### config.mk
export PLATFORM = sky130hd
export DESIGN_NAME = plr_ctrl
export DESIGN_NICKNAME = d
export VERILOG_FILES = /design/src/sv/plr_pkg.sv /design/src/sv/plr_ctrl.sv
export SDC_FILE = /design/constraint.sdc
export NUM_CORES = 1
export LEC_CHECK = 0
export ABC_CLOCK_PERIOD_IN_PS = 1950
export BUFFER_PORTS_ARGS = -buffer_cell sky130_fd_sc_hd__buf_2
export CAP_MARGIN = 20
export CORE_AREA = 2 2 39 41
export CTS_BUF_LIST = sky130_fd_sc_hd__clkbuf_4 sky130_fd_sc_hd__clkbuf_8
export CTS_CLUSTER_DIAMETER = 100
export DETAILED_ROUTE_END_ITERATION = 10
export DIE_AREA = 0 0 41 43
export GPL_TIMING_DRIVEN = 0
export PLACE_DENSITY = 0.65
export SYNTH_ARGS = -nofsm -noshare
export SYNTH_HDL_FRONTEND = slang
export SYNTH_SLANG_ARGS = --single-unit
### constraint.sdc
create_clock -name clk -period 1.95 [get_ports clk]
set_clock_uncertainty 0.15 [all_clocks]
set_input_delay 0.2925 -clock clk [delete_from_list [all_inputs] [get_ports clk]]
set_output_delay 0.2925 -clock clk [all_outputs]
set_load 0.02 [all_outputs]
### src/sv/plr_pkg.sv
// shared types, constants and helper functions of the pcm linear resampler
package plr_pkg;

    localparam int CH_LIMIT     = 2;
    localparam int FRAC_BITS    = 16;
    localparam int STEP_W       = 20;
    localparam int PHASE_W      = STEP_W + 1;
    localparam int GAIN_W       = 16;
    localparam int GAIN_FRAC    = 12;
    localparam int SAMPLE_W     = 32;
    localparam int ADDR_W       = 5;
    localparam int DATA_W       = 32;

    localparam logic [PHASE_W-1:0] PHASE_ONE = PHASE_W'(1) << FRAC_BITS;
    localparam logic [STEP_W-1:0]  MIN_STEP  = STEP_W'(1) << (FRAC_BITS - 4);

    // sample codings
    localparam logic [2:0] FMT_S8  = 3'd0;
    localparam logic [2:0] FMT_S16 = 3'd1;
    localparam logic [2:0] FMT_S32 = 3'd2;
    localparam logic [2:0] FMT_U8  = 3'd3;
    localparam logic [2:0] FMT_U16 = 3'd4;
    localparam logic [2:0] FMT_U32 = 3'd5;

    // register indexes
    localparam logic [2:0] REG_FORMAT   = 3'd0;
    localparam logic [2:0] REG_SRC_CH   = 3'd1;
    localparam logic [2:0] REG_OUT_CH   = 3'd2;
    localparam logic [2:0] REG_STEP     = 3'd3;
    localparam logic [2:0] REG_GAIN     = 3'd4;

    localparam logic [2:0]        FORMAT_RST = FMT_S16;
    localparam logic [1:0]        CHAN_RST   = 2'd2;
    localparam logic [STEP_W-1:0] STEP_RST   = STEP_W'(1) << FRAC_BITS;
    localparam logic [GAIN_W-1:0] GAIN_RST   = GAIN_W'(1) << GAIN_FRAC;

    typedef struct packed {
        logic [2:0]        sample_format;
        logic [1:0]        source_channels;
        logic [1:0]        output_channels;
        logic [STEP_W-1:0] step;
        logic [GAIN_W-1:0] gain;
    } cfg_t;

    typedef struct packed {
        logic [31:0] raw_first;
        logic [31:0] raw_second;
        logic        final_frame;
    } frame_t;

    typedef struct packed {
        logic signed [SAMPLE_W-1:0] out_first;
        logic signed [SAMPLE_W-1:0] out_second;
        logic                       run_end;
    } sample_t;

    typedef struct packed {
        logic load_frame;
        logic do_mul;
        logic do_gain;
        logic do_emit;
        logic commit;
        logic rearm;
        logic rep;
    } dp_cmd_t;

    typedef struct packed {
        logic held_valid;
        logic phase_lt_one;
        logic final_flag;
        logic out_free;
    } dp_status_t;

    typedef enum logic [4:0] {
        ST_IDLE = 5'b00001,
        ST_RUN  = 5'b00010,
        ST_MUL  = 5'b00100,
        ST_GAIN = 5'b01000,
        ST_OUT  = 5'b10000
    } state_t;

    function automatic logic signed [SAMPLE_W-1:0] decode(
        input logic [2:0]  fmt,
        input logic [31:0] r
    );
        logic signed [SAMPLE_W-1:0] d;
        case (fmt)
            FMT_S8:  d = {r[7:0], 24'd0};
            FMT_S16: d = {r[15:0], 16'd0};
            FMT_S32: d = r;
            FMT_U8:  d = {~r[7], r[6:0], 24'd0};
            FMT_U16: d = {~r[15], r[14:0], 16'd0};
            FMT_U32: d = {~r[31], r[30:0]};
            default: d = '0;
        endcase
        return d;
    endfunction

    function automatic logic [1:0] clamp_ch(input logic [1:0] c);
        logic [1:0] r;
        r = c;
        if (r == 2'd0)
        begin
            r = 2'd1;
        end
        if (r == 2'd3)
        begin
            r = 2'd2;
        end
        if (int'(r) > CH_LIMIT)
        begin
            r = 2'(CH_LIMIT);
        end
        return r;
    endfunction

endpackage

### src/sv/plr_ctrl.sv
// sequencing state machine of the resampler
module plr_ctrl (
    input  logic                clk,
    input  logic                rst_n,
    input  logic                frame_valid,
    output logic                frame_ready,
    input  plr_pkg::dp_status_t sts,
    output plr_pkg::dp_cmd_t    cmd
);

    plr_pkg::state_t state_reg;
    plr_pkg::state_t state_next;
    logic            rep_reg;
    logic            rep_next;

    assign frame_ready = (state_reg == plr_pkg::ST_IDLE);

    always_ff @(posedge clk or negedge rst_n)
    begin
        if (!rst_n)
        begin
            state_reg <= plr_pkg::ST_IDLE;
            rep_reg   <= 1'b0;
        end
        else
        begin
            state_reg <= state_next;
            rep_reg   <= rep_next;
        end
    end

    always_comb
    begin
        state_next     = state_reg;
        rep_next       = rep_reg;
        cmd            = '0;
        cmd.rep        = rep_reg;
        case (state_reg)
            plr_pkg::ST_IDLE:
            begin
                if (frame_valid)
                begin
                    cmd.load_frame = 1'b1;
                    state_next     = plr_pkg::ST_RUN;
                end
            end
            plr_pkg::ST_RUN:
            begin
                if (!rep_reg)
                begin
                    if (sts.held_valid && sts.phase_lt_one)
                    begin
                        state_next = plr_pkg::ST_MUL;
                    end
                    else
                    begin
                        // new frame becomes the held one
                        cmd.commit = 1'b1;
                        if (sts.final_flag)
                        begin
                            rep_next = 1'b1;
                        end
                        else
                        begin
                            state_next = plr_pkg::ST_IDLE;
                        end
                    end
                end
                else
                begin
                    if (sts.phase_lt_one)
                    begin
                        state_next = plr_pkg::ST_MUL;
                    end
                    else
                    begin
                        cmd.rearm  = 1'b1;
                        rep_next   = 1'b0;
                        state_next = plr_pkg::ST_IDLE;
                    end
                end
            end
            plr_pkg::ST_MUL:
            begin
                cmd.do_mul = 1'b1;
                state_next = plr_pkg::ST_GAIN;
            end
            plr_pkg::ST_GAIN:
            begin
                cmd.do_gain = 1'b1;
                state_next  = plr_pkg::ST_OUT;
            end
            plr_pkg::ST_OUT:
            begin
                if (sts.out_free)
                begin
                    cmd.do_emit = 1'b1;
                    state_next  = plr_pkg::ST_RUN;
                end
            end
            default:
            begin
                state_next = plr_pkg::ST_IDLE;
                rep_next   = 1'b0;
            end
        endcase
    end

endmodule

* Word-level counts from Yosys, hierarchy flattened *
Cells that the tools add are included.

word-level totals
  output and inout port bits = 8
  word-level logic and storage cells = 36
  register bits = 6
  bits of input ports = 7

cells by class
  reductions and logical operators = 3
  muxes and demuxes = 23
  equality and inequality tests = 8

operators by type and width
  cell                                           number
  2-to-1 mux 5 bit                               5
  case mux 5 bit (5 select lines)                1
  2-to-1 mux 1 bit                               14
  == test 5 x 1 -> 1 bit, second input constant  1
  == test 5 x 2 -> 1 bit, second input constant  1
  == test 5 x 3 -> 1 bit, second input constant  1
  == test 5 x 4 -> 1 bit, second input constant  1
  == test 5 bit, second input constant           1
  inequality test 2 bit, second input constant   2
  inequality test 4 bit, second input constant   1
  OR reduction 4 bit                             1
  2-to-1 mux 3 bit                               1
  AND reduction 3 bit                            1
  2-to-1 mux 2 bit                               1
  case mux 1 bit (2 select lines)                1
  logical AND 1 bit                              1

* Longest topological paths before layout *
  depth after elaboration = 4
  gate-level depth with buffers = 5
  depth with buffers taken out = 4

* Least setup slack after synthesis *
No wires, ideal clock.

  path type = register to output
  from = reg state_reg[3]
  to = out cmd[6] (netlist bit)
  cell stages (with the launch flop) = 6
  slack = 0.218 ns
  data required time = 1.507 ns
  buffers on the path = 1
  arrival time = 1.289 ns
  cell sequence = dfrtp_1 > buf_6 > nor3_4 > nand3b_1 > inv_1 > and2_1

RTL lines
  element                 RTL line        RTL
  start, declared         plr_ctrl.sv:11  plr_pkg::state_t state_reg;
  start signal, assigned  plr_ctrl.sv:22  state_reg <= plr_pkg::ST_IDLE;
  start signal, assigned  plr_ctrl.sv:27  state_reg <= state_next;
  end, declared           plr_ctrl.sv:8   output plr_pkg::dp_cmd_t cmd

==> summary.txt <==
Status
  • Status: complete, no violations

Clock tree
  • H-Tree Depth: 1
  • CTS clk-pin slew, worst paths: 0.05 ns
  • Clk root buf: clkbuf_4
  • Clk Latency, worst-skew pair: 0.24 ns
  • CTS tree: done
  • Total CTS buffers: 3
  • Total clock sinks: 6
  • Clk buf depth: 2

STA
  • Min cycle time layout: 1.891 ns
  • Final Cycle Share: 0.9700
  • Worst-Margin Slew: about 0.3 ns
  • Final setup fails: 0
  • Max-slew headroom: 0.8025
  • Final Hold Fails: 0
  • Setup total negative slack: 0 ns
  • Final slew viol count: 0
  • Fmax: 528.7 MHz
  • Unrepaired setup endpoints after global routing: false

Floorplanning
  • Die width: 41 um
  • Initial Util: 0.3156
  • Die Y-Extent: 43 um
  • Num rows: 14
  • Num ports: 15
  • Core ar.: 1384 sq um
  • Die ar.: approximately 1800 sq um

Critical path
  • CP cell instances: nor3_4 -> nand3b_4 -> a211oi_4 -> buf_4
  • CP Class: flip-flop to output port
  • CP delay by family, top: flip-flops
  • Crit-path max FO: 6
  • CP arrival: around 1.5 ns
  • Critical Path End Type: output port
  • Startpoint Class: flip-flop
  • WP data required: between 1.5 and 2 ns
  • Worst path max stage delay: 0.44 ns
  • Critical path buffer and inverter count: 1
  • CP max stage cell: dfrtp_2

Drt
  • Total Wirelength: just under 1000 um
  • Routed WL per cell: 11.70 um
  • DR pass1 iterations: 4
  • DRC violations left: 0
  • Via count of the routed design: between 400 and 500
  • Drt via density: 4.964
  • Antenna Violating Nets Remaining: 0
  • DRT iter0 DRCs: 4

Global routing
  • Initial antenna violation count: 0
  • First-pass GRT wire length: about 1400 um
  • Vias in the first global route: 348
  • Aggregate global routing overflow: 0
  • Gr usage total: 0.1174
  • Largest net degree at the start of global routing: 10

Power and ir drop
  • Max VDD drop: 0.0004947 V
  • Int Pwr: about 0.00041 W
  • Flop pwr share: 0.299
  • Switching Power: 0.0002779 W
  • Logic pwr share: 0.495
  • Power share of the clock group: 0.206
  • Power Dens Cells: 1151 nW/um^2
  • Final Power: between 0.0006 and 0.0007 W
  • Switch share: 0.4011
  • P_leak: 0.2965 nW

Final layout
  • Area growth syn-to-layout: 37.82%
  • Max reg flops: 5
  • Number of fill cells: 145
  • Ant. Diodes: 0
  • Nets: 76
  • Share of layout cells above drive strength 1: 0.5000
  • Commonest non-fill, non-tap cells in the layout: buf_2 (13), nor2_1 (6), buf_4 (5)
  • Most common cell after layout, fill and taps aside: buf_2

Yosys
  • Post-Syn Area: 436.7 sq um
  • Synth Area per Inst: 9.493 sq um
  • FFs w/ async S/R, synth: 1.000
  • Synth cell types: 24
  • Sequential area share after synthesis: 0.3467
  • Post-synth EDFFs: 0
  • Syn Nets: 53
  • Mapped Cells: 46
  • Synthesis Warnings: 0
  • Synth Flop Type: dfrtp_1
  • Flops & latches, synth: 6

Place
  • Port bufs: 14
  • RePlAce Congestion: about 0.77
  • DP HPWL: 719 um

Min path
  • HP Class: input pin to flip-flop

Job
  • Max cap viols: 0
-- cell usage after synthesis (2+ instances only) --
master | count | area share
nand3b_1 | 2 | 0.034
inv_1 | 3 | 0.026
nand2_1 | 3 | 0.026
a211oi_2 | 2 | 0.057
and4bb_2 | 3 | 0.086
o21ai_0 | 4 | 0.046
nor3_1 | 2 | 0.023
a21oi_1 | 2 | 0.023
nor2_1 | 6 | 0.052
dfrtp_1 | 5 | 0.29
-- worst reg2reg max path, cell delays in order (launching register included) --
cell and delay, ns:
dfrtp_2 0.44, nor3_4 0.25, nand3b_1 0.13, buf_4 0.16
o221a_1 0.12, a211oi_2 0.17
-- power by group through the flow --
| stage | logic [W] | clock network, W | registers, W |
|---|---|---|---|
| floorplan | 0.000240 | 0 | 0.000197 |
| global placement | 0.000310 | 0 | 0.000204 |
| detailed placement | 0.000312 | 0 | 0.000207 |
| CTS | 0.000339 | 0.000148 | 0.000205 |
| global route | 0.000370 | 0.000162 | 0.000215 |
| finish | 0.000343 | 0.000143 | 0.000207 |
-- cell type report --
| type | instances | area (sq um) | share of cell area |
|---|---|---|---|
| inverters | 3 | 11.26 | 0.01871 |
| plain buffers | 2 | 18.77 | 0.03119 |
| well taps | 16 | 20.02 | 0.03326 |
| multi-input cells | 35 | 262.8 | 0.4366 |
| flip-flops and latches | 6 | 153.9 | 0.2557 |
| repair buffers | 18 | 105.1 | 0.1746 |
| clock buffers | 4 | 30.03 | 0.04990 |
-- cell families after synthesis --
family / share of synthesized area
xor+xnor: 0.02006
simple gates: 0.3725
compound gates: 0.1920
buf+inv: 0.06877
flops: 0.3467
-- stage by stage --
stage / hold slack [ns] / utilization / setup slack (ns) / cell area (sq um) / cells
final: 0.06338 / 0.4349 / 0.05858 / 601.8 / 84
after global routing: 0.05520 / 0.4349 / 0.004087 / 601.8 / 84
after CTS: 0.06477 / 0.4168 / 0.01003 / 576.8 / 82
after detailed placement: -0.02021 / 0.3807 / 0.2244 / 526.8 / 76
after global placement: -0.02528 / 0.3807 / 0.2320 / 526.8 / 76
after floorplan: -0.1531 / - / 0.2182 / 436.7 / 46
-- worst paths after layout --
kind | start | end | slack (ns) | depth (start not counted)
max in group asynchronous | rst_n | state_reg[0] | 1.17 | 2
min reg2reg | state_reg[1] | state_reg[2] | 0.50 | 2
max | state_reg[4] | cmd[2] | 0.06 | 4
min | frame_valid | state_reg[0] | 0.06 | 2
max reg2reg | state_reg[4] | rep_reg | 0.44 | 5
min in group asynchronous | rst_n | state_reg[1] | 0.26 | 2
-- per-layer routing --
metal  vias up  wire (um)  GRT usage
met5         -          0          0
met4         0          0    0.04000
met3         0         57    0.04712
met2        10        448     0.1531
met1       197        478     0.1716
li1        210          -          -
-- what timing repair did --
| action | CTS | global route |
|---|---|---|
| hold buffers | 1 | 0 |
| resized for setup | 1 | 3 |
| setup buffers | 1 | 2 |
| hold endpoints to repair | 6 | 0 |
| pin swaps | 2 | 1 |
| setup endpoints to repair | 2 | 3 |
No activity file was read; power rests on OpenSTA's default activity.
