### config.mk
export PLATFORM = sky130hd
export DESIGN_NAME = plr_regs
export DESIGN_NICKNAME = d
export VERILOG_FILES = /design/src/sv/plr_pkg.sv /design/src/sv/plr_regs.sv
export SDC_FILE = /design/constraint.sdc
export NUM_CORES = 1
export LEC_CHECK = 0
export BUFFER_PORTS_ARGS = -buffer_cell sky130_fd_sc_hd__buf_2
export CORE_MARGIN = 3
export CORE_UTILIZATION = 40
export CTS_CLUSTER_SIZE = 25
export DETAILED_ROUTE_END_ITERATION = 7
export HOLD_SLACK_MARGIN = 0.06
export PLACE_DENSITY_LB_ADDON = 0.12
export SYNTH_ARGS = -nofsm -noshare
export SYNTH_HDL_FRONTEND = slang
export SYNTH_SLANG_ARGS = --single-unit
### constraint.sdc
create_clock -name clk -period 1 [get_ports clk]
set_clock_uncertainty 0.05 [all_clocks]
set_input_delay 0.05 -clock clk [delete_from_list [all_inputs] [get_ports clk]]
set_output_delay 0.05 -clock clk [all_outputs]
set_load 0.01 [all_outputs]
### src/sv/plr_pkg.sv
// shared types, constants and helper functions of the pcm linear resampler
package plr_pkg;

    localparam int CH_LIMIT     = 2;
    localparam int FRAC_BITS    = 16;
    localparam int STEP_W       = 20;
    localparam int PHASE_W      = STEP_W + 1;
    localparam int GAIN_W       = 16;
    localparam int GAIN_FRAC    = 12;
    localparam int SAMPLE_W     = 32;
    localparam int ADDR_W       = 5;
    localparam int DATA_W       = 32;

    localparam logic [PHASE_W-1:0] PHASE_ONE = PHASE_W'(1) << FRAC_BITS;
    localparam logic [STEP_W-1:0]  MIN_STEP  = STEP_W'(1) << (FRAC_BITS - 4);

    // sample codings
    localparam logic [2:0] FMT_S8  = 3'd0;
    localparam logic [2:0] FMT_S16 = 3'd1;
    localparam logic [2:0] FMT_S32 = 3'd2;
    localparam logic [2:0] FMT_U8  = 3'd3;
    localparam logic [2:0] FMT_U16 = 3'd4;
    localparam logic [2:0] FMT_U32 = 3'd5;

    // register indexes
    localparam logic [2:0] REG_FORMAT   = 3'd0;
    localparam logic [2:0] REG_SRC_CH   = 3'd1;
    localparam logic [2:0] REG_OUT_CH   = 3'd2;
    localparam logic [2:0] REG_STEP     = 3'd3;
    localparam logic [2:0] REG_GAIN     = 3'd4;

    localparam logic [2:0]        FORMAT_RST = FMT_S16;
    localparam logic [1:0]        CHAN_RST   = 2'd2;
    localparam logic [STEP_W-1:0] STEP_RST   = STEP_W'(1) << FRAC_BITS;
    localparam logic [GAIN_W-1:0] GAIN_RST   = GAIN_W'(1) << GAIN_FRAC;

    typedef struct packed {
        logic [2:0]        sample_format;
        logic [1:0]        source_channels;
        logic [1:0]        output_channels;
        logic [STEP_W-1:0] step;
        logic [GAIN_W-1:0] gain;
    } cfg_t;

    typedef struct packed {
        logic [31:0] raw_first;
        logic [31:0] raw_second;
        logic        final_frame;
    } frame_t;

    typedef struct packed {
        logic signed [SAMPLE_W-1:0] out_first;
        logic signed [SAMPLE_W-1:0] out_second;
        logic                       run_end;
    } sample_t;

    typedef struct packed {
        logic load_frame;
        logic do_mul;
        logic do_gain;
        logic do_emit;
        logic commit;
        logic rearm;
        logic rep;
    } dp_cmd_t;

    typedef struct packed {
        logic held_valid;
        logic phase_lt_one;
        logic final_flag;
        logic out_free;
    } dp_status_t;

    typedef enum logic [4:0] {
        ST_IDLE = 5'b00001,
        ST_RUN  = 5'b00010,
        ST_MUL  = 5'b00100,
        ST_GAIN = 5'b01000,
        ST_OUT  = 5'b10000
    } state_t;

    function automatic logic signed [SAMPLE_W-1:0] decode(
        input logic [2:0]  fmt,
        input logic [31:0] r
    );
        logic signed [SAMPLE_W-1:0] d;
        case (fmt)
            FMT_S8:  d = {r[7:0], 24'd0};
            FMT_S16: d = {r[15:0], 16'd0};
            FMT_S32: d = r;
            FMT_U8:  d = {~r[7], r[6:0], 24'd0};
            FMT_U16: d = {~r[15], r[14:0], 16'd0};
            FMT_U32: d = {~r[31], r[30:0]};
            default: d = '0;
        endcase
        return d;
    endfunction

    function automatic logic [1:0] clamp_ch(input logic [1:0] c);
        logic [1:0] r;
        r = c;
        if (r == 2'd0)
        begin
            r = 2'd1;
        end
        if (r == 2'd3)
        begin
            r = 2'd2;
        end
        if (int'(r) > CH_LIMIT)
        begin
            r = 2'(CH_LIMIT);
        end
        return r;
    endfunction

endpackage

### src/sv/plr_regs.sv
// apb configuration register file
module plr_regs (
    input  logic                        clk,
    input  logic                        rst_n,
    input  logic                        psel,
    input  logic                        penable,
    input  logic                        pwrite,
    input  logic [plr_pkg::ADDR_W-1:0]  paddr,
    input  logic [plr_pkg::DATA_W-1:0]  pwdata,
    output logic [plr_pkg::DATA_W-1:0]  prdata,
    output logic                        pready,
    output plr_pkg::cfg_t               cfg
);

    plr_pkg::cfg_t cfg_reg;
    logic [2:0]    idx;
    logic          wr;

    assign pready = 1'b1;
    assign idx    = paddr[plr_pkg::ADDR_W-1:2];
    assign wr     = psel && penable && pwrite;
    assign cfg    = cfg_reg;

    always_ff @(posedge clk or negedge rst_n)
    begin
        if (!rst_n)
        begin
            cfg_reg.sample_format   <= plr_pkg::FORMAT_RST;
            cfg_reg.source_channels <= plr_pkg::CHAN_RST;
            cfg_reg.output_channels <= plr_pkg::CHAN_RST;
            cfg_reg.step            <= plr_pkg::STEP_RST;
            cfg_reg.gain            <= plr_pkg::GAIN_RST;
        end
        else if (wr)
        begin
            case (idx)
                plr_pkg::REG_FORMAT: cfg_reg.sample_format   <= pwdata[2:0];
                plr_pkg::REG_SRC_CH: cfg_reg.source_channels <= pwdata[1:0];
                plr_pkg::REG_OUT_CH: cfg_reg.output_channels <= pwdata[1:0];
                plr_pkg::REG_STEP:   cfg_reg.step  <= pwdata[plr_pkg::STEP_W-1:0];
                plr_pkg::REG_GAIN:   cfg_reg.gain  <= pwdata[plr_pkg::GAIN_W-1:0];
                default: ;
            endcase
        end
    end

    always_comb
    begin
        case (idx)
            plr_pkg::REG_FORMAT: prdata = plr_pkg::DATA_W'(cfg_reg.sample_format);
            plr_pkg::REG_SRC_CH: prdata = plr_pkg::DATA_W'(cfg_reg.source_channels);
            plr_pkg::REG_OUT_CH: prdata = plr_pkg::DATA_W'(cfg_reg.output_channels);
            plr_pkg::REG_STEP:   prdata = plr_pkg::DATA_W'(cfg_reg.step);
            plr_pkg::REG_GAIN:   prdata = plr_pkg::DATA_W'(cfg_reg.gain);
            default:             prdata = '0;
        endcase
    end

endmodule

Yosys cells after proc, flatten, opt, wreduce, memory -nomap -nowiden --
Cells that the tools add are included.
Cells by class: eq/ne operators 4, multiplexer cells 1, reduce and logical (&&, ||, !) cells 8
Operators by type and width (count):
- case mux 20 bit (5 select lines) | 1
- AND reduction 2 bit | 5
- equality test 3 x 2 -> 1 bit, second input constant | 2
- equality test 3 x 1 -> 1 bit, second input constant | 1
- equality test 3 bit, second input constant | 1
- logical NOT 3 bit | 1
- logical AND 1 bit | 2
Word-level totals: register bits after elaboration 43, output and inout port bits 76, logic and storage cells 18

Longest topological paths before layout --
Gate-level depths: netlist of run 1.
depth after elaboration 3, gate-level depth with buffers 5, gate-level depth less buffers 3

Worst setup path after synthesis of run 1 --
OpenSTA, ideal clock, no wires.
kind input to register, from in paddr[3] (netlist bit), to reg cfg_reg, in the netlist cfg[10], setup time 125 ps, arrival time 1072 ps, data required time 825 ps, path slack -247 ps, stages 5, buffers on the path 2, path through buf_2 nand2b_4 nor2_4 buf_4 mux2_2
Between the ends: cells in the longest elaborated chain, start to end 2
RTL lines:
- from (decl) | line plr_regs.sv:8 | input logic [plr_pkg::ADDR_W-1:0] paddr,
- equality test 3 bit | line plr_regs.sv:36 | case (idx)
- AND reduction 2 bit (no line)
- to (decl) | line plr_regs.sv:15 | plr_pkg::cfg_t cfg_reg;
Every way passes these cells. A chain may end at the register's enable or synchronous reset.

Final worst setup path of run 1 --
from reg cfg_reg, in the netlist cfg[37], to out prdata[1] (netlist bit)
Between the ends: cells in the longest elaborated chain, start to end 1
RTL lines:
- case mux 20 bit (5 select lines) | line plr_regs.sv:49 | case (idx)
- to (decl) | line plr_regs.sv:10 | output logic [plr_pkg::DATA_W-1:0] prdata,
Every way passes these cells.

==> results of run 1 <==
==> per-layer routing <==
layer  vias to the layer above  track usage, %  wire (µm)
li1                        825               -          -
met1                       854            27.3       2620
met2                        74            34.9       3090
met3                         6            3.25        307
met4                         0            5.94         48
met5                         -               0          0
==> tightest hold or removal path: stages <==
cell	delay (ps)
sky130_fd_sc_hd__buf_6	110
sky130_fd_sc_hd__or3_4	150
sky130_fd_sc_hd__mux2_4	140
==> area by class of cell <==
cell class,instances,area share [%]
timing repair buffer,160,38.3
sequential,43,29.4
multi-input combinational,98,27.7
tap,67,2.28
clock buffer,7,2.07
clock inverter,1,0.136
inverter,1,0.102
==> cell families after synthesis <==
group / synth area share [%]
compound gates: 7.07
buf+inv: 7.00
flops: 52.2
mux: 25.8
other cells: 0.362
simple gates: 7.49
==> path summary, 6_finish.rpt <==
kind,from,to
max in group asynchronous,rst_n,cfg[37]$_DFFE_PN1P_
setup reg to reg,cfg[32]$_DFFE_PN1P_,cfg[32]$_DFFE_PN1P_
setup / recovery,cfg[37]$_DFFE_PN1P_,prdata[1]
hold reg to reg,cfg[3]$_DFFE_PN0P_,cfg[3]$_DFFE_PN0P_
hold / removal,paddr[4],cfg[41]$_DFFE_PN0P_
min in group asynchronous,rst_n,cfg[1]$_DFFE_PN0P_
==> repair_timing <==
item                       CTS  global route
pin swaps                    5             4
setup buffers               21             7
hold buffers                21             0
cloned                       1             0
setup endpoints to repair   31            50
hold endpoints to repair    86             0
gates resized for setup     58            17
==> through the flow <==
stage | power (W) | util, %
finish | 0.00585 | 75.9
global route | 0.00618 | 75.9
CTS | 0.00575 | 74.0
detailed placement | 0.00394 | 59.1
global placement | 0.00392 | 59.1
floorplan | 0.00322 | -
==> placed cells by master, fill, tap and decap left out, types with 2 or more instances in the layout <==
| cell | synthesis | layout |
|---|---|---|
| sky130_fd_sc_hd__a211o_1 | 2 | 2 |
| sky130_fd_sc_hd__a22o_1 | 13 | 13 |
| sky130_fd_sc_hd__and2_1 | 4 | 3 |
| sky130_fd_sc_hd__buf_12 | 0 | 4 |
| sky130_fd_sc_hd__buf_2 | 5 | 57 |
| sky130_fd_sc_hd__buf_4 | 14 | 11 |
| sky130_fd_sc_hd__buf_6 | 1 | 66 |
| sky130_fd_sc_hd__clkbuf_1 | 0 | 2 |
| sky130_fd_sc_hd__clkbuf_8 | 0 | 5 |
| sky130_fd_sc_hd__conb_1 | 2 | 13 |
| sky130_fd_sc_hd__dfrtp_1 | 38 | 38 |
| sky130_fd_sc_hd__dfstp_2 | 5 | 5 |
| sky130_fd_sc_hd__dlygate4sd3_1 | 0 | 21 |
| sky130_fd_sc_hd__mux2_2 | 38 | 10 |
| sky130_fd_sc_hd__mux2_4 | 3 | 33 |
| sky130_fd_sc_hd__mux2i_1 | 4 | 4 |
| sky130_fd_sc_hd__nand2b_4 | 1 | 2 |
| sky130_fd_sc_hd__nor2_1 | 4 | 3 |
| sky130_fd_sc_hd__nor2_4 | 1 | 3 |
| sky130_fd_sc_hd__nor3_1 | 2 | 2 |
==> power by group <==
part / internal, W / switching (W)
clock network: 0.000491 / 0.000549
logic: 0.00159 / 0.000849
registers: 0.00211 / 0.000270
total: 0.00419 / 0.00167
==> run summary, run 1 <==
The commonest cells after synthesis are sky130_fd_sc_hd__dfrtp_1, sky130_fd_sc_hd__mux2_2, sky130_fd_sc_hd__buf_4. Setup violations remaining at the end of the flow were counted as 48. Number of buffers created by CTS: 5. TritonCTS built the clock tree. The async set-reset flop share out of synthesis was 100%. For the vias after detailed routing, the log shows 1,759. The I/O pin count is 118, and the placeable core region is 4850 µm². Entering global routing, the biggest net connects 44 pins. In this run the horizontal extent of the chip is 78.0 µm.

The first global-routing pass estimated 9790 µm of wire. The later pin in the worst-skew pair is clocked with a latency of 280 ps. The run gives 377 as the count of non-filler cells in the finished layout. Grouping stages by cell kind, the critical path spends the most delay in flip-flops.

Dividing the detail-routed wire length by the instance count gives 16.1 µm. For this run, the register share of the synthesized area comes to 52.2%. The congestion estimate from routability-driven global placement came to 0.743. After layout, the worst path uses 143% of the clock period.

In this run the worst path has a maximum fanout of 2. Yosys attributes the largest share of cell area to sky130_fd_sc_hd__dfrtp_1, sky130_fd_sc_hd__mux2_2, sky130_fd_sc_hd__dfstp_2. In the final layout, the share of cells above drive strength 1 is 65.5%. The tightest hold path in the finished design has a slack of 151 ps. The logs give 1330 ps for the critical path data arrival time and 20.6% for the global routing usage summed across all routing layers. The number of cells on the worst reg-to-reg path was 3. OpenSTA, run right after detailed placement, puts the worst setup slack at -253 ps.

The tools report the cell at the root of the clock tree as sky130_fd_sc_hd__clkbuf_8. Critical path startpoint category: a flip-flop. Number of design-rule violations left by the first detailed-router iteration: 49. The category of the critical setup timing path is flip-flop to primary output. From synthesis to final layout, the design area changed by 77.7%. The placed instances occupy a cell area of 2870 µm².

Summed over all layers, the global routing overflow is 0. The logs give 0 for the initial antenna violation count and 0 for the max-cap violation count. The register with the most flip-flops in the layout has 43 of them. The run finished, with violations left.

After detailed routing, the number of remaining DRC violations is 0. After filler insertion, the fill cell instance count of the layout stands at 315. The logs give 2 for the depth of the CTS H-tree and 0 for the final-report max-slew violation count. The effective utilization at floorplan came out at 42.7%. Wires add up to 6070 µm.

The sum of negative setup slack was -4300 ps; the number of buffers and inverters on the critical path was 1. Dividing total power by cell area gives a power density of 1590 nW/µm². The analysis attributes to cell leakage a power of 1.89 nW.

The tools report the endpoint class of the critical path as a primary output. Synthesis instantiated 27 different standard cells from the library. The cell row count came out at 25. The iteration count of the initial detailed-routing pass is 6. Counting I/O delays and the setup requirement, the final critical path takes 1430 ps. The critical path goes through mux2i_1 -> nor3_1 -> a211o_1 -> buf_2. In this run, synthesis inferred 0 flip-flops with an integrated enable. The register clock-pin slew on the reported worst setup and hold paths came out at 70 ps.

Summing all flip-flop and latch instances after layout gives 1080 µm². The number of global-route vias before repair is 1,910. For this design, the sink count on the clock tree is 43.

For the cell count after placement, the log shows 324. Timing would allow up to 0.698 GHz. For the worst setup path, the data required time is 900 ps. Of the post-synthesis cell area, the dominant cell type holds 45.9%. In this run the mean area of a mapped cell was 13.7 µm².

The min-delay analysis places its worst path in the category input port to flip-flop. The worst register-to-register path has a setup slack of 30 ps. The setup slack of the critical path after layout came out at -432 ps.

For this run, the slowest stage of the critical path takes 530 ps. The count of warnings emitted by yosys came out at 0. The mapped netlist covers 2070 µm². Via-per-instance ratio: 4.67. Summed over all nets, the half-perimeter wirelength after detailed placement is 3850 µm. In this run, synthesis produced a sequential element count of 43. Dominant cell type by area after synthesis: sky130_fd_sc_hd__dfrtp_1. The tools report the number of standard cells after synthesis as 151. The critical path runs through a total of 4 cells. In the synthesized netlist the dominant register cell turns out to be sky130_fd_sc_hd__dfrtp_1. Across the VDD grid, the largest voltage drop is 1170 µV. The final reports fail on setup timing. The die is 78.0 µm tall.

For this run, the post-layout net count is 351. The area of the die came out at 6080 µm². The logs give 0 for the diode insertion count for antenna repair and 2 for the clock tree buffer depth.

The slowest stage of the critical path belongs to the cell sky130_fd_sc_hd__dfstp_2. The tools report the final design instance area without fill as 3680 µm². The tools report the count of final hold-check violations as 0. Setup repair after global routing could not meet its margin everywhere.

The multi-input combinational cells in the finished layout cover a total of 1020 µm². Once detail routing completed, the nets flagged for antenna violations numbered 0. The worst hold path passes through 3 cells.

The count of input and output buffers is 90.
Note: power is estimated with default switching activity, not from simulation.
==> inputs of run 2 (changes only) <==
--- a/config.mk
+++ b/config.mk
@@ -7,7 +7,8 @@
 export LEC_CHECK = 0
 export BUFFER_PORTS_ARGS = -buffer_cell sky130_fd_sc_hd__buf_2
 export CORE_MARGIN = 3
-export CORE_UTILIZATION = 40
+export CORE_UTILIZATION = 41
+export CTS_BUF_LIST = sky130_fd_sc_hd__clkbuf_8
 export CTS_CLUSTER_SIZE = 25
 export DETAILED_ROUTE_END_ITERATION = 7
 export HOLD_SLACK_MARGIN = 0.06
==> run summary, run 2 (same netlist as run 1, synthesis figures left out) <==
The run finished, with violations left. The run gives 10,300 µm as the wire length of the first global-routing pass. Summed over all nets, the half-perimeter wirelength after detailed placement is 3680 µm.

The logs give 0 for the count of final hold-check violations and 4820 µm² for the placeable core region. The flip-flop count of the largest register, all copies and words added was 43; the final-report max-slew violation count was 0. Leaving out fill and tap cells, the most frequent cell in the layout is sky130_fd_sc_hd__buf_6. The initial antenna violation count is 0.

The hold-critical path depth is 3. Setup repair after global routing could not meet its margin everywhere. The required time of the worst setup path is 900 ps, and the register-to-register path setup slack is -50 ps.

118 I/O pins were placed. Summed over all cells, the static leakage comes to 1.95 nW. The via-per-instance ratio is 4.78. For this run, the slowest stage of the critical path takes 530 ps. The area of the die came out at 5940 µm².

Iteration count of the initial detailed-routing pass: 4. The largest individual stage delay along the critical path comes from the cell sky130_fd_sc_hd__dfstp_2. Setup violations remaining at the end of the flow were counted as 54.

The areal power density over the cells is 1610 nW/µm². The run gives 22.0% as the global routing usage summed across all routing layers. Critical path startpoint category: a flip-flop. The worst hold path terminates at cfg[42]$_DFFE_PN0P_. The pre-CTS setup slack was -220 ps. VDD sags by at most 1390 µV. The top cell types in the final layout, fill and taps aside, are sky130_fd_sc_hd__buf_6, sky130_fd_sc_hd__buf_2, sky130_fd_sc_hd__dfrtp_1. The longest clock path from root to sink contains 2 buffers.

The tools report the critical hold path startpoint as paddr[4]. The tools report the number of global-route vias before repair as 1,974. The endpoint identified for the worst register-to-register timing path is cfg[16]$_DFFE_PN0P_. The cell at the root of the clock tree was sky130_fd_sc_hd__clkbuf_8. For this block, the initial DRC count from the detailed router was 73. The run gives 0.715 as the weighted congestion at the end of routability-driven global placement. The post-detailed-routing wire length was 6370 µm. The count of input and output buffers works out to 90. For this run, the top clock speed supported by timing is 0.695 GHz. The H-tree was split into 2 levels.

Of the cells placed in the final design, the portion with a size suffix greater than 1 is 67.4%. Overall die width: 77.1 µm. Across the run, the number of max-cap violations was 0. The type of the most critical hold path is input port to flip-flop. The checks that failed: setup timing.

For the effective utilization at floorplan, the log shows 43.0%. The tools report the worst flop-to-flop path startpoint as cfg[16]$_DFFE_PN0P_. The final layout contains 357 nets.

The worst path needs 1440 ps of the cycle, external delays included. The category of the critical setup timing path is flip-flop to primary output. Global routing finished with a remaining overflow of 0. The repair_antennas step left the layout with diodes totalling 0.

The clock net in this run drives a total of 43 sinks. Final hold analysis gives a worst-case slack of 146 ps. The sum of negative setup slack came out at -4820 ps. The mean routed wirelength per cell works out to 16.6 µm. Relative to the synthesized area, the layout overhead comes to 83.2%.

The count of cells in the finished layout, fillers not included, comes to 383. Traced cell by cell, the critical path runs through mux2i_1 -> nor3_1 -> a211o_1 -> buf_6. STA classifies the critical path endpoint as a primary output. The number of clock buffers added by TritonCTS is 5. The detail route stage leaves a number of antenna-violating nets equal to 0. TritonCTS built the clock tree. After floorplanning, the core was divided into 25 placement rows. The largest fanout on the critical path was 2; the DRC violation count after routing was 0.

The height of the die works out to 77.1 µm. Once placement completed, the tool counted placed cells totaling 323. The run gives 280 ps as the clock network latency to the later pin of the worst-skew pair. STA puts the critical path data arrival time at 1340 ps.

After layout, the worst path uses 144% of the clock period. The register clock-pin slew on the reported worst setup and hold paths works out to 80 ps. Maximum number of pins on one net before global-route repair: 44.

The setup slack of the critical path after layout was -439 ps. Vias after detailed routing: 1,832. The post-layout utilization of the core is 78.8%, and the number of cells on the worst reg-to-reg path is 3.
run 2: cell count changes in the layout (fill, tap and decap cells not counted), moves of 2 or more:
cell	previous run	this run
sky130_fd_sc_hd__clkbuf_1	2	0
sky130_fd_sc_hd__clkbuf_8	5	7
sky130_fd_sc_hd__buf_6	66	72
sky130_fd_sc_hd__and2_4	1	3
sky130_fd_sc_hd__buf_4	11	16
sky130_fd_sc_hd__buf_2	57	53
sky130_fd_sc_hd__and2_1	3	1
run 2: cell type report:
type	instances	area, µm²
Clock buffer	7	96.3
Clock inverter	1	7.51
Fill cell	318	1020
Inverter	1	6.26
Multi-Input combinational cell	98	1030
Sequential cell	43	1080
Tap cell	67	83.8
Timing Repair Buffer	166	1490
run 2: worst max-delay path, delay by kind of cell, from the launching register on:
kind                   cells  cell delay, ps
AND/OR/NAND/NOR            1             200
buffers and inverters      1             110
flip-flops                 1             530
AO/OA/AOI/OAI              1             150
multiplexers               1              60
run 2: worst max-delay path by stage:
stage | from | end | slack, ps
2_1_floorplan | paddr[2] | cfg[10]$_DFFE_PN0P_ | -200
3_3_place_gp | paddr[2] | cfg[42]$_DFFE_PN0P_ | -200
3_5_place_dp | paddr[2] | cfg[41]$_DFFE_PN0P_ | -220
4_1_cts | cfg[40]$_DFFE_PN1P_ | prdata[0] | -370
5_1_grt | cfg[40]$_DFFE_PN1P_ | prdata[0] | -510
6_report | cfg[40]$_DFFE_PN1P_ | prdata[0] | -440
run 2: report_power, final:
group	switching [W]	internal (W)
logic	0.000873	0.00165
registers	0.000271	0.00211
clock network	0.000578	0.000628
run 2: what timing repair did:
action                     4_1_cts  5_1_grt
hold endpoints to repair        86        0
hold buffers                    21        0
setup endpoints to repair       31       56
resized for setup               53       31
buffers inserted                32        3
pin swaps                        7       11
gates cloned                     2        0
run 2: stage by stage:
stage | total power (W) | area [µm²]
2_1_floorplan | 0.00322 | 2270
3_3_place_gp | 0.00391 | 2850
3_5_place_dp | 0.00393 | 2850
4_1_cts | 0.00592 | 3690
5_1_grt | 0.00643 | 3800
6_report | 0.00611 | 3800
run 2: metal layers:
layer | vias up | wire length, µm | GRT usage (%)
met5 | - | 0 | 0
met4 | 0 | 70 | 3.74
met3 | 10 | 332 | 4.93
met2 | 73 | 3400 | 39.9
met1 | 900 | 2560 | 27.0
li1 | 849 | - | -
